[src/design/drg_pkg.sv]
// Shared types and codes for the descriptor ring gather block.
package drg_pkg;

  // Field widths of the input and result words.
  localparam int ADDR_W = 32;
  localparam int LEN_W  = 24;
  localparam int KIND_W = 2;

  // Input opcodes.
  localparam logic OP_PUSH = 1'b0;
  localparam logic OP_POP  = 1'b1;

  // Result kinds.
  localparam logic [KIND_W-1:0] KIND_ACK        = 2'd0;
  localparam logic [KIND_W-1:0] KIND_COPY       = 2'd1;
  localparam logic [KIND_W-1:0] KIND_FILL_ONES  = 2'd2;
  localparam logic [KIND_W-1:0] KIND_FILL_ZEROS = 2'd3;

  // One result word as held in the output register.
  typedef struct packed {
    logic [KIND_W-1:0] kind;
    logic [ADDR_W-1:0] source_address;
    logic [LEN_W-1:0]  chunk_length;
    logic [LEN_W-1:0]  dest_offset;
    logic              release_res;
    logic [ADDR_W-1:0] release_address;
    logic              full_res;
    logic [LEN_W-1:0]  total_count;
    logic              last;
  } out_word_t;

endpackage

[src/design/drg_in_if.sv]
// Input channel of the descriptor ring gather block: push and pop words.
interface drg_in_if;
  logic                       valid;
  logic                       ready;
  logic                       opcode;
  logic [drg_pkg::ADDR_W-1:0] buffer_address;
  logic [drg_pkg::LEN_W-1:0]  byte_count;

  modport source (output valid, output opcode, output buffer_address, output byte_count,
                  input ready);
  modport sink (input valid, input opcode, input buffer_address, input byte_count,
                output ready);
endinterface

[src/design/drg_out_if.sv]
// Result channel of the descriptor ring gather block: acknowledge, copy and fill words.
interface drg_out_if;
  logic                       valid;
  logic                       ready;
  logic [drg_pkg::KIND_W-1:0] kind;
  logic [drg_pkg::ADDR_W-1:0] source_address;
  logic [drg_pkg::LEN_W-1:0]  chunk_length;
  logic [drg_pkg::LEN_W-1:0]  dest_offset;
  logic                       release_res;
  logic [drg_pkg::ADDR_W-1:0] release_address;
  logic                       full_res;
  logic [drg_pkg::LEN_W-1:0]  total_count;
  logic                       last;

  modport source (output valid, output kind, output source_address, output chunk_length,
                  output dest_offset, output release_res, output release_address,
                  output full_res, output total_count, output last, input ready);
  modport sink (input valid, input kind, input source_address, input chunk_length,
                input dest_offset, input release_res, input release_address,
                input full_res, input total_count, input last, output ready);
endinterface

[src/design/descriptor_ring_gather.sv]
// Descriptor ring gather: a ring of ENTRY_COUNT buffer descriptors with one slot kept free.
// A push word returns one acknowledge word. A pop word is served by a small sequencer that
// walks the ring one descriptor at a time through a shared chunk unit (subtract, compare,
// add): for each descriptor, S_FETCH reads the descriptor memory at the read slot, then
// S_CALC sizes the chunk and emits it. A pop that runs short ends with a zero-fill word,
// and the result side can stall any step. An empty ring answers a pop with one fill-ones
// word. At most ENTRY_COUNT + 1 words come from one pop. The block takes no new word while
// a pop is being walked, nor while a finished word waits in the output register and the
// result side holds it off.
module descriptor_ring_gather #(
  parameter int ENTRY_COUNT = 16
) (
  input  logic       clk,
  input  logic       rst_n,
  drg_in_if.sink     in_chan,
  drg_out_if.source  out_chan
);

  localparam int SLOT_W = (ENTRY_COUNT > 1) ? $clog2(ENTRY_COUNT) : 1;
  localparam int N_W    = $clog2(ENTRY_COUNT + 1);
  localparam logic [SLOT_W-1:0] LAST_SLOT = SLOT_W'(ENTRY_COUNT - 1);
  localparam logic [N_W-1:0]    N_LIMIT   = N_W'(ENTRY_COUNT);

  localparam int ADDR_W = drg_pkg::ADDR_W;
  localparam int LEN_W  = drg_pkg::LEN_W;

  // Sequencer states.
  localparam logic [1:0] S_IDLE  = 2'd0;
  localparam logic [1:0] S_FETCH = 2'd1;
  localparam logic [1:0] S_CALC  = 2'd2;

  // Descriptor memory and its registered read port.
  logic [ADDR_W-1:0] addr_mem [ENTRY_COUNT];
  logic [LEN_W-1:0]  len_mem  [ENTRY_COUNT];
  logic [ADDR_W-1:0] rd_addr_r;
  logic [LEN_W-1:0]  rd_len_r;
  logic              mem_we;

  // Control and walk state.
  logic [1:0]             state_r, state_nxt;
  logic [ENTRY_COUNT-1:0] valid_r, valid_nxt;
  logic [SLOT_W-1:0]      rd_slot_r, rd_slot_nxt;
  logic [SLOT_W-1:0]      wr_slot_r, wr_slot_nxt;
  logic [LEN_W-1:0]       offset_r, offset_nxt;
  logic [LEN_W-1:0]       size_r, size_nxt;
  logic [LEN_W-1:0]       count_r, count_nxt;
  logic [LEN_W-1:0]       want_r, want_nxt;
  logic [N_W-1:0]         n_r, n_nxt;
  logic                   out_valid_r, out_valid_nxt;
  drg_pkg::out_word_t     out_r, out_nxt;

  logic              out_free;
  logic              in_fire;
  logic [SLOT_W-1:0] wr_slot_inc;
  logic [SLOT_W-1:0] rd_slot_inc;
  logic              push_ok;
  logic              push_full;
  logic              ring_empty;
  logic [LEN_W-1:0]  avail;
  logic [LEN_W-1:0]  chunk;
  logic [LEN_W-1:0]  count_new;
  logic              chunk_rel;

  assign out_free = !out_valid_r || out_chan.ready;
  assign in_chan.ready = (state_r == S_IDLE) && out_free;
  assign in_fire = in_chan.valid && in_chan.ready;

  assign wr_slot_inc = (wr_slot_r == LAST_SLOT) ? '0 : wr_slot_r + 1'b1;
  assign rd_slot_inc = (rd_slot_r == LAST_SLOT) ? '0 : rd_slot_r + 1'b1;
  assign push_ok     = (in_chan.buffer_address != '0) && (in_chan.byte_count != '0);
  assign push_full   = push_ok && (wr_slot_inc == rd_slot_r);
  assign ring_empty  = (rd_slot_r == wr_slot_r) && !valid_r[rd_slot_r];
  assign mem_we      = in_fire && (in_chan.opcode == drg_pkg::OP_PUSH) && push_ok && !push_full;

  // Chunk unit: bytes left in the current descriptor, clipped to what the request still wants.
  assign avail     = (rd_len_r > offset_r) ? rd_len_r - offset_r : '0;
  assign chunk_rel = !(avail > want_r);
  assign chunk     = chunk_rel ? avail : want_r;
  assign count_new = count_r + chunk;

  // Descriptor memory: written on an accepted push, read at the read slot every cycle.
  always_ff @(posedge clk) begin
    if (mem_we) begin
      addr_mem[wr_slot_r] <= in_chan.buffer_address;
      len_mem[wr_slot_r]  <= in_chan.byte_count;
    end
    rd_addr_r <= addr_mem[rd_slot_r];
    rd_len_r  <= len_mem[rd_slot_r];
  end

  // Sequencer and result word assembly.
  always_comb begin
    state_nxt     = state_r;
    valid_nxt     = valid_r;
    rd_slot_nxt   = rd_slot_r;
    wr_slot_nxt   = wr_slot_r;
    offset_nxt    = offset_r;
    size_nxt      = size_r;
    count_nxt     = count_r;
    want_nxt      = want_r;
    n_nxt         = n_r;
    out_nxt       = out_r;
    out_valid_nxt = out_valid_r && !out_chan.ready;

    case (state_r)
      S_IDLE: begin
        if (in_fire) begin
          out_nxt       = '0;
          out_nxt.last  = 1'b1;
          out_valid_nxt = 1'b1;
          if (in_chan.opcode == drg_pkg::OP_PUSH) begin
            out_nxt.kind     = drg_pkg::KIND_ACK;
            out_nxt.full_res = push_full;
            if (mem_we) begin
              valid_nxt[wr_slot_r] = 1'b1;
              wr_slot_nxt          = wr_slot_inc;
              out_nxt.total_count  = in_chan.byte_count;
            end
          end else if (ring_empty) begin
            out_nxt.kind         = drg_pkg::KIND_FILL_ONES;
            out_nxt.chunk_length = in_chan.byte_count;
          end else begin
            out_valid_nxt = 1'b0;
            size_nxt      = in_chan.byte_count;
            count_nxt     = '0;
            n_nxt         = '0;
            state_nxt     = S_FETCH;
          end
        end
      end

      S_FETCH: begin
        // The read slot's descriptor is being read; decide whether the walk goes on.
        if (out_free) begin
          out_nxt      = '0;
          out_nxt.kind = drg_pkg::KIND_FILL_ZEROS;
          out_nxt.last = 1'b1;
          if (!(count_r < size_r)) begin
            // A zero-byte pop on a ring that holds descriptors.
            out_valid_nxt = 1'b1;
            state_nxt     = S_IDLE;
          end else if (!valid_r[rd_slot_r] || (n_r >= N_LIMIT)) begin
            // Shortfall: zero-fill the rest from the offset reached so far.
            out_nxt.chunk_length = size_r - count_r;
            out_nxt.dest_offset  = count_r;
            out_nxt.total_count  = count_r;
            out_valid_nxt        = 1'b1;
            state_nxt            = S_IDLE;
          end else begin
            want_nxt  = size_r - count_r;
            state_nxt = S_CALC;
          end
        end
      end

      S_CALC: begin
        if (out_free) begin
          out_nxt                 = '0;
          out_nxt.kind            = drg_pkg::KIND_COPY;
          out_nxt.source_address  = rd_addr_r + ADDR_W'(offset_r);
          out_nxt.chunk_length    = chunk;
          out_nxt.dest_offset     = count_r;
          out_nxt.release_res     = chunk_rel;
          out_nxt.release_address = chunk_rel ? rd_addr_r : '0;
          out_nxt.total_count     = count_new;
          out_nxt.last            = !(count_new < size_r);
          out_valid_nxt           = 1'b1;
          count_nxt               = count_new;
          n_nxt                   = n_r + 1'b1;
          if (chunk_rel) begin
            valid_nxt[rd_slot_r] = 1'b0;
            rd_slot_nxt          = rd_slot_inc;
            offset_nxt           = '0;
          end else begin
            offset_nxt = offset_r + chunk;
          end
          state_nxt = (count_new < size_r) ? S_FETCH : S_IDLE;
        end
      end

      default: begin
        state_nxt = S_IDLE;
      end
    endcase
  end

  // Control state is reset; payload registers are not.
  always_ff @(posedge clk) begin
    if (!rst_n) begin
      state_r     <= S_IDLE;
      valid_r     <= '0;
      rd_slot_r   <= '0;
      wr_slot_r   <= '0;
      offset_r    <= '0;
      out_valid_r <= 1'b0;
    end else begin
      state_r     <= state_nxt;
      valid_r     <= valid_nxt;
      rd_slot_r   <= rd_slot_nxt;
      wr_slot_r   <= wr_slot_nxt;
      offset_r    <= offset_nxt;
      out_valid_r <= out_valid_nxt;
    end
  end

  always_ff @(posedge clk) begin
    size_r  <= size_nxt;
    count_r <= count_nxt;
    want_r  <= want_nxt;
    n_r     <= n_nxt;
    out_r   <= out_nxt;
  end

  // Result channel.
  assign out_chan.valid           = out_valid_r;
  assign out_chan.kind            = out_r.kind;
  assign out_chan.source_address  = out_r.source_address;
  assign out_chan.chunk_length    = out_r.chunk_length;
  assign out_chan.dest_offset     = out_r.dest_offset;
  assign out_chan.release_res     = out_r.release_res;
  assign out_chan.release_address = out_r.release_address;
  assign out_chan.full_res        = out_r.full_res;
  assign out_chan.total_count     = out_r.total_count;
  assign out_chan.last            = out_r.last;

endmodule

[src/flat_wrapper.sv]
// flat-port wrapper written by rule: the top's interface ports become plain ports
module descriptor_ring_gather_flat 
#(
  parameter int ENTRY_COUNT = 16
)
  (clk, rst_n, in_chan_valid, in_chan_opcode, in_chan_buffer_address, in_chan_byte_count, in_chan_ready, out_chan_valid, out_chan_kind, out_chan_source_address, out_chan_chunk_length, out_chan_dest_offset, out_chan_release_res, out_chan_release_address, out_chan_full_res, out_chan_total_count, out_chan_last, out_chan_ready);
  drg_in_if in_chan_i ();
  drg_out_if out_chan_i ();
  input  logic clk;
  input  logic rst_n;
  input wire logic [$bits(in_chan_i.valid)-1:0] in_chan_valid;
  input wire logic [$bits(in_chan_i.opcode)-1:0] in_chan_opcode;
  input wire logic [$bits(in_chan_i.buffer_address)-1:0] in_chan_buffer_address;
  input wire logic [$bits(in_chan_i.byte_count)-1:0] in_chan_byte_count;
  output wire logic [$bits(in_chan_i.ready)-1:0] in_chan_ready;
  output wire logic [$bits(out_chan_i.valid)-1:0] out_chan_valid;
  output wire logic [$bits(out_chan_i.kind)-1:0] out_chan_kind;
  output wire logic [$bits(out_chan_i.source_address)-1:0] out_chan_source_address;
  output wire logic [$bits(out_chan_i.chunk_length)-1:0] out_chan_chunk_length;
  output wire logic [$bits(out_chan_i.dest_offset)-1:0] out_chan_dest_offset;
  output wire logic [$bits(out_chan_i.release_res)-1:0] out_chan_release_res;
  output wire logic [$bits(out_chan_i.release_address)-1:0] out_chan_release_address;
  output wire logic [$bits(out_chan_i.full_res)-1:0] out_chan_full_res;
  output wire logic [$bits(out_chan_i.total_count)-1:0] out_chan_total_count;
  output wire logic [$bits(out_chan_i.last)-1:0] out_chan_last;
  input wire logic [$bits(out_chan_i.ready)-1:0] out_chan_ready;
  assign in_chan_i.valid = in_chan_valid;
  assign in_chan_i.opcode = in_chan_opcode;
  assign in_chan_i.buffer_address = in_chan_buffer_address;
  assign in_chan_i.byte_count = in_chan_byte_count;
  assign in_chan_ready = in_chan_i.ready;
  assign out_chan_valid = out_chan_i.valid;
  assign out_chan_kind = out_chan_i.kind;
  assign out_chan_source_address = out_chan_i.source_address;
  assign out_chan_chunk_length = out_chan_i.chunk_length;
  assign out_chan_dest_offset = out_chan_i.dest_offset;
  assign out_chan_release_res = out_chan_i.release_res;
  assign out_chan_release_address = out_chan_i.release_address;
  assign out_chan_full_res = out_chan_i.full_res;
  assign out_chan_total_count = out_chan_i.total_count;
  assign out_chan_last = out_chan_i.last;
  assign out_chan_i.ready = out_chan_ready;
  descriptor_ring_gather #(.ENTRY_COUNT(ENTRY_COUNT)) u_core (.clk(clk), .rst_n(rst_n), .in_chan(in_chan_i), .out_chan(out_chan_i));
endmodule
[config.mk]
export PLATFORM = sky130hd
export DESIGN_NAME = descriptor_ring_gather_flat
export DESIGN_NICKNAME = d
export VERILOG_FILES = /design/src/design/drg_pkg.sv /design/src/design/drg_in_if.sv /design/src/design/drg_out_if.sv /design/src/design/descriptor_ring_gather.sv /design/src/flat_wrapper.sv
export SDC_FILE = /design/constraint.sdc
export NUM_CORES = 2
export LEC_CHECK = 0
export ABC_CLOCK_PERIOD_IN_PS = 9200
export BUFFER_PORTS_ARGS = -buffer_cell sky130_fd_sc_hd__buf_2
export CORE_ASPECT_RATIO = 0.7
export CORE_MARGIN = 2
export CORE_UTILIZATION = 30
export DETAILED_ROUTE_END_ITERATION = 6
export SYNTH_ARGS = -nofsm -noshare
export SYNTH_HDL_FRONTEND = slang
export SYNTH_SLANG_ARGS = --single-unit
[constraint.sdc]
create_clock -name clk -period 9.2 [get_ports clk]
set_input_delay 1.84 -clock clk [delete_from_list [all_inputs] [get_ports clk]]
set_output_delay 1.84 -clock clk [all_outputs]
set_load 0.005 [all_outputs]
==> Flow_metrics.wiki <==
{| class="wikitable"
! Metric !! Value
|-
| Final hold viol count || 0
|-
| Remaining antenna violation count after routing || 0
|-
| Number of buffers added by the clock tree synthesis step || 130
|-
| Worst path required time || roughly 10 ns
|-
| Number of nets produced by synthesis || 3434
|-
| Via density per instance || 5.134
|-
| Number of vias in the routed layout || 30352
|-
| Switching share of power || 0.2558
|-
| Violations in the final reports || DRC
|-
| Most common cell in the netlist || edfxtp_1
|-
| Share of layout cells above drive strength 1 || 0.2287
|-
| Part of the power in registers || 0.478
|-
| Insertion delay to the later sink of the worst-skew pair || ~0.77 ns
|-
| Clock tree from TritonCTS || yes
|-
| Std-Cell Rows || between 100 and 150
|-
| Vias in the first global route || 29864
|-
| Switching power || 3.445 mW
|-
| Global-route wire length before repair || about 210000 um
|-
| Syn Inst Count || between 3000 and 4000
|-
| Number of buffers added to fix hold violations after cts || 0
|-
| Number of H-tree levels || 4
|-
| # IOs || 204
|-
| FF+latch count, synth || ~1200
|-
| Max stage delay cell, worst path || buf_4
|-
| Area share of the leading cell type in the synthesized netlist || 0.6315
|-
| Status || finished with violations
|-
| Critical path's most frequent cell || a21oi_1
|-
| Internal power of the cells || 10.02 mW
|-
| Total placed cells including tap cells || about 5700
|-
| CP peak stage delay || about 0.5 ns
|-
| Fraction of the cycle the final worst path needs || 0.9466
|-
| Hold Crit Depth || 2
|-
| Port-buffer cells || roughly 200
|-
| Class of the tightest hold or removal check || flop to flop
|-
| Sequential element share of the synthesized area || 0.6719
|-
| Biggest area contributors in the synthesized netlist || edfxtp_1 (63%), mux4_2 (12%), ha_1 (4.2%), dfxtp_1 (4.0%), a21oi_1 (1.2%)
|-
| Post-Route Hold Slack || 0.4598 ns
|-
| Die outline width || 506.3 um
|-
| Signal arrival time at the worst endpoint || between 9 and 10 ns
|-
| Share of total power in the clock network || 0.396
|-
| Number of max-cap violations || 0
|-
| Biggest area consumer among synthesized cells || edfxtp_1
|-
| Fmax achieved || ~110 MHz
|-
| Root Driver || clkbuf_16
|-
| Element type at the critical path end || flop
|-
| Initial Utilization || 0.3032
|-
| Crit start category || flop
|-
| PwrDens || roughly 220 nW/um2
|-
| Async SR Flop Fraction || 0
|-
| Average size of a mapped cell || approximately 17 um2
|-
| Static leakage power || about 21 nW
|-
| Maximum number of pins on one net before global-route repair || approximately 140
|-
| Final cell area excluding filler cells || 61450 um2
|-
| Resize count post-CTS || 0
|-
| Worst-path maximum fanout || 46
|-
| Post-Layout Cell Count || 5912
|-
| Routed wire length || ~150000 um
|-
| Detailed-placement wirelength estimate || 91240 um
|-
| Combined area of all synthesized cells || 52970 um2
|-
| GRT Total Usage || 0.1583
|-
| Total of warnings raised by yosys || 0
|-
| Crit Path Category || flop to flop
|-
| Worst slew margin relative to its limit || 0.1759
|-
| Final-stage net count || around 3700
|-
| Flop2flop setup slack || between 0.4 and 0.5 ns
|-
| Worst clock skew on the final layout || between 0.03 and 0.04 ns
|-
| Standard cell area after detailed placement || about 57000 um2
|-
| Yosys cell types || 84
|-
| Path depth of the worst reg2reg path || 34
|-
| Worst vdd rail ir drop || about 0.17 mV
|-
| Final GP Congestion || just under 0.9
|-
| Post-CTS setup-driven buffer insertion count || 0
|-
| Die H || approximately 360 um
|-
| Remaining routing DRC violations || 1
|-
| Standard cell core area || ~170000 um2
|-
| Count of final max-slew check failures || 0
|-
| Overflow after GRT || 0
|-
| Total Negative Setup Slacks || 0 ns
|-
| P&R area growth vs syn || 16.01%
|-
| Antenna violations before repair || 27
|-
| Combinational fraction of design power || 0.127
|-
| Die area || about 180000 um2
|-
| Clock transition time at the flip-flop clock pins of the worst setup and hold paths || 0.06 ns
|-
| DRC marker count from the first detailed-route iteration || about 3200
|-
| # setup viols final || 0
|-
| Maximum buffer depth of the clock tree || 3
|-
| Final critical path time including I/O delays and setup || ~8.7 ns
|-
| Main flop type after synthesis || edfxtp_1
|-
| Number of enable flip-flop cells after synthesis || 1114
|-
| Transition time at the pin with the least slew margin || 1.236 ns
|-
| Avg WL per Cell || 24.59 um
|-
| Top cells by count, synth || edfxtp_1 (1114), mux4_2 (285), ha_1 (178)
|-
| Unrepaired setup endpoints after global routing || false
|-
| 1st-pass router iterations || 7
|-
| Number of clock sinks || between 1000 and 1500
|}
-- cell type report --
type                            count  area, um2
Fill cell                       16376     113300
Sequential cell                  1221      35610
Multi-Input combinational cell   1667      16340
Clock buffer                      174       3613
Tap cell                         2340       2928
Timing Repair Buffer              268       1567
Clock inverter                     68      744.5
Inverter                          170      638.1
Antenna cell                        4      10.01
-- layer usage --
layer / global-route usage / part of all wire
met4: 0.04060 / 0.020
met3: 0.03638 / 0.077
met1: 0.2198 / 0.44
met2: 0.2504 / 0.47
met5: 0 / 0.0011
-- state kept, by name, indices dropped and copies added, names as in the netlist --
| register | count |
|---|---|
| u_core.state_r | 2 |
| u_core.out_chan.release_address | 32 |
| u_core.out_chan.release_res | 1 |
| u_core.out_chan.dest_offset | 24 |
| u_core.len_mem | 384 |
| u_core.size_r | 24 |
| u_core.out_chan.source_address | 32 |
| u_core.out_chan.total_count | 24 |
| u_core.n_r | 5 |
| u_core.out_chan.last | 1 |
| u_core.out_chan.kind | 2 |
| u_core.want_r | 24 |
| u_core.wr_slot_r | 4 |
| u_core.count_r | 24 |
| u_core.out_chan.valid | 1 |
| u_core.addr_mem | 512 |
| u_core.valid_r | 16 |
| u_core.rd_len_r | 24 |
| u_core.offset_r | 24 |
| u_core.out_chan.chunk_length | 24 |
| u_core.rd_addr_r | 32 |
| u_core.out_chan.full_res | 1 |
| u_core.rd_slot_r | 4 |
-- worst paths after layout --
check,from,end
worst max-delay path,u_core.offset_r[1],u_core.state_r[0]
worst min-delay path,u_core.valid_r[10],u_core.valid_r[10]
worst max register to register,u_core.offset_r[1],u_core.state_r[0]
worst min register to register,u_core.valid_r[10],u_core.valid_r[10]
-- layout by cell type, fill, tap and decap left out, drive strengths merged, types with 6 or more instances in the layout --
master / netlist / routed
edfxtp: 1114 / 1114
mux4: 285 / 285
buf: 43 / 268
ha: 178 / 178
inv: 168 / 177
clkbuf: 89 / 174
nor2: 151 / 151
a21oi: 132 / 132
nand2: 128 / 128
dfxtp: 107 / 107
o21ai: 83 / 83
and3: 74 / 74
xnor2: 72 / 72
a21o: 61 / 61
clkinv: 2 / 46
xor2: 40 / 40
nand3: 36 / 36
nor3: 34 / 34
and2: 33 / 33
nand4: 30 / 30
a222oi: 27 / 27
o21a: 25 / 25
nor4: 23 / 23
a22oi: 22 / 22
a211oi: 18 / 18
o21bai: 17 / 17
nor2b: 17 / 17
nand2b: 16 / 16
o211ai: 14 / 14
mux2: 14 / 14
o31ai: 10 / 10
mux2i: 9 / 9
bufinv: 0 / 9
or3: 8 / 8
a31oi: 8 / 8
a211o: 7 / 7
nor3b: 7 / 7
clkinvlp: 0 / 6
or2: 6 / 6
-- power by group through the flow --
stage          Sequential, mW  Combinational (mW)  Clock (mW)
3_3_place_gp             6.55                1.68           0
5_1_grt                  6.45                1.86        5.66
6_report                 6.43                1.71        5.33
4_1_cts                  6.44                1.70        5.45
3_5_place_dp             6.55                1.69           0
2_1_floorplan            6.56                1.01           0
-- through the flow --
| stage | total power [mW] | setup slack [ns] | util |
|---|---|---|---|
| after floorplan | 7.576 | 1.099 | - |
| after global placement | 8.237 | 0.5543 | 0.3267 |
| after detailed placement | 8.248 | 0.5315 | 0.3267 |
| after CTS | 13.59 | 0.5301 | 0.3516 |
| after global routing | 13.98 | 0.03876 | 0.3517 |
| final | 13.47 | 0.4914 | 0.3517 |
-- cells by family after synthesis --
kind of cell / after synthesis / share of synthesized area
compound gates: 483 / 0.06181
xor+xnor: 112 / 0.01852
fa+ha+maj: 183 / 0.04393
buf+inv: 302 / 0.02244
flops: 1221 / 0.6719
mux: 308 / 0.1262
simple gates: 581 / 0.05518
-- worst max-delay path: cells and delay by family, from the launching register on --
kind	cells	cell delay, ns
XOR/XNOR	3	0.68
buffers and inverters	3	0.97
adder cells (fa/ha/maj)	4	1.35
AND/OR/NAND/NOR	4	0.53
flip-flops	1	0.45
AO/OA/AOI/OAI	20	4.67
Power figures use the tool's default switching activity.
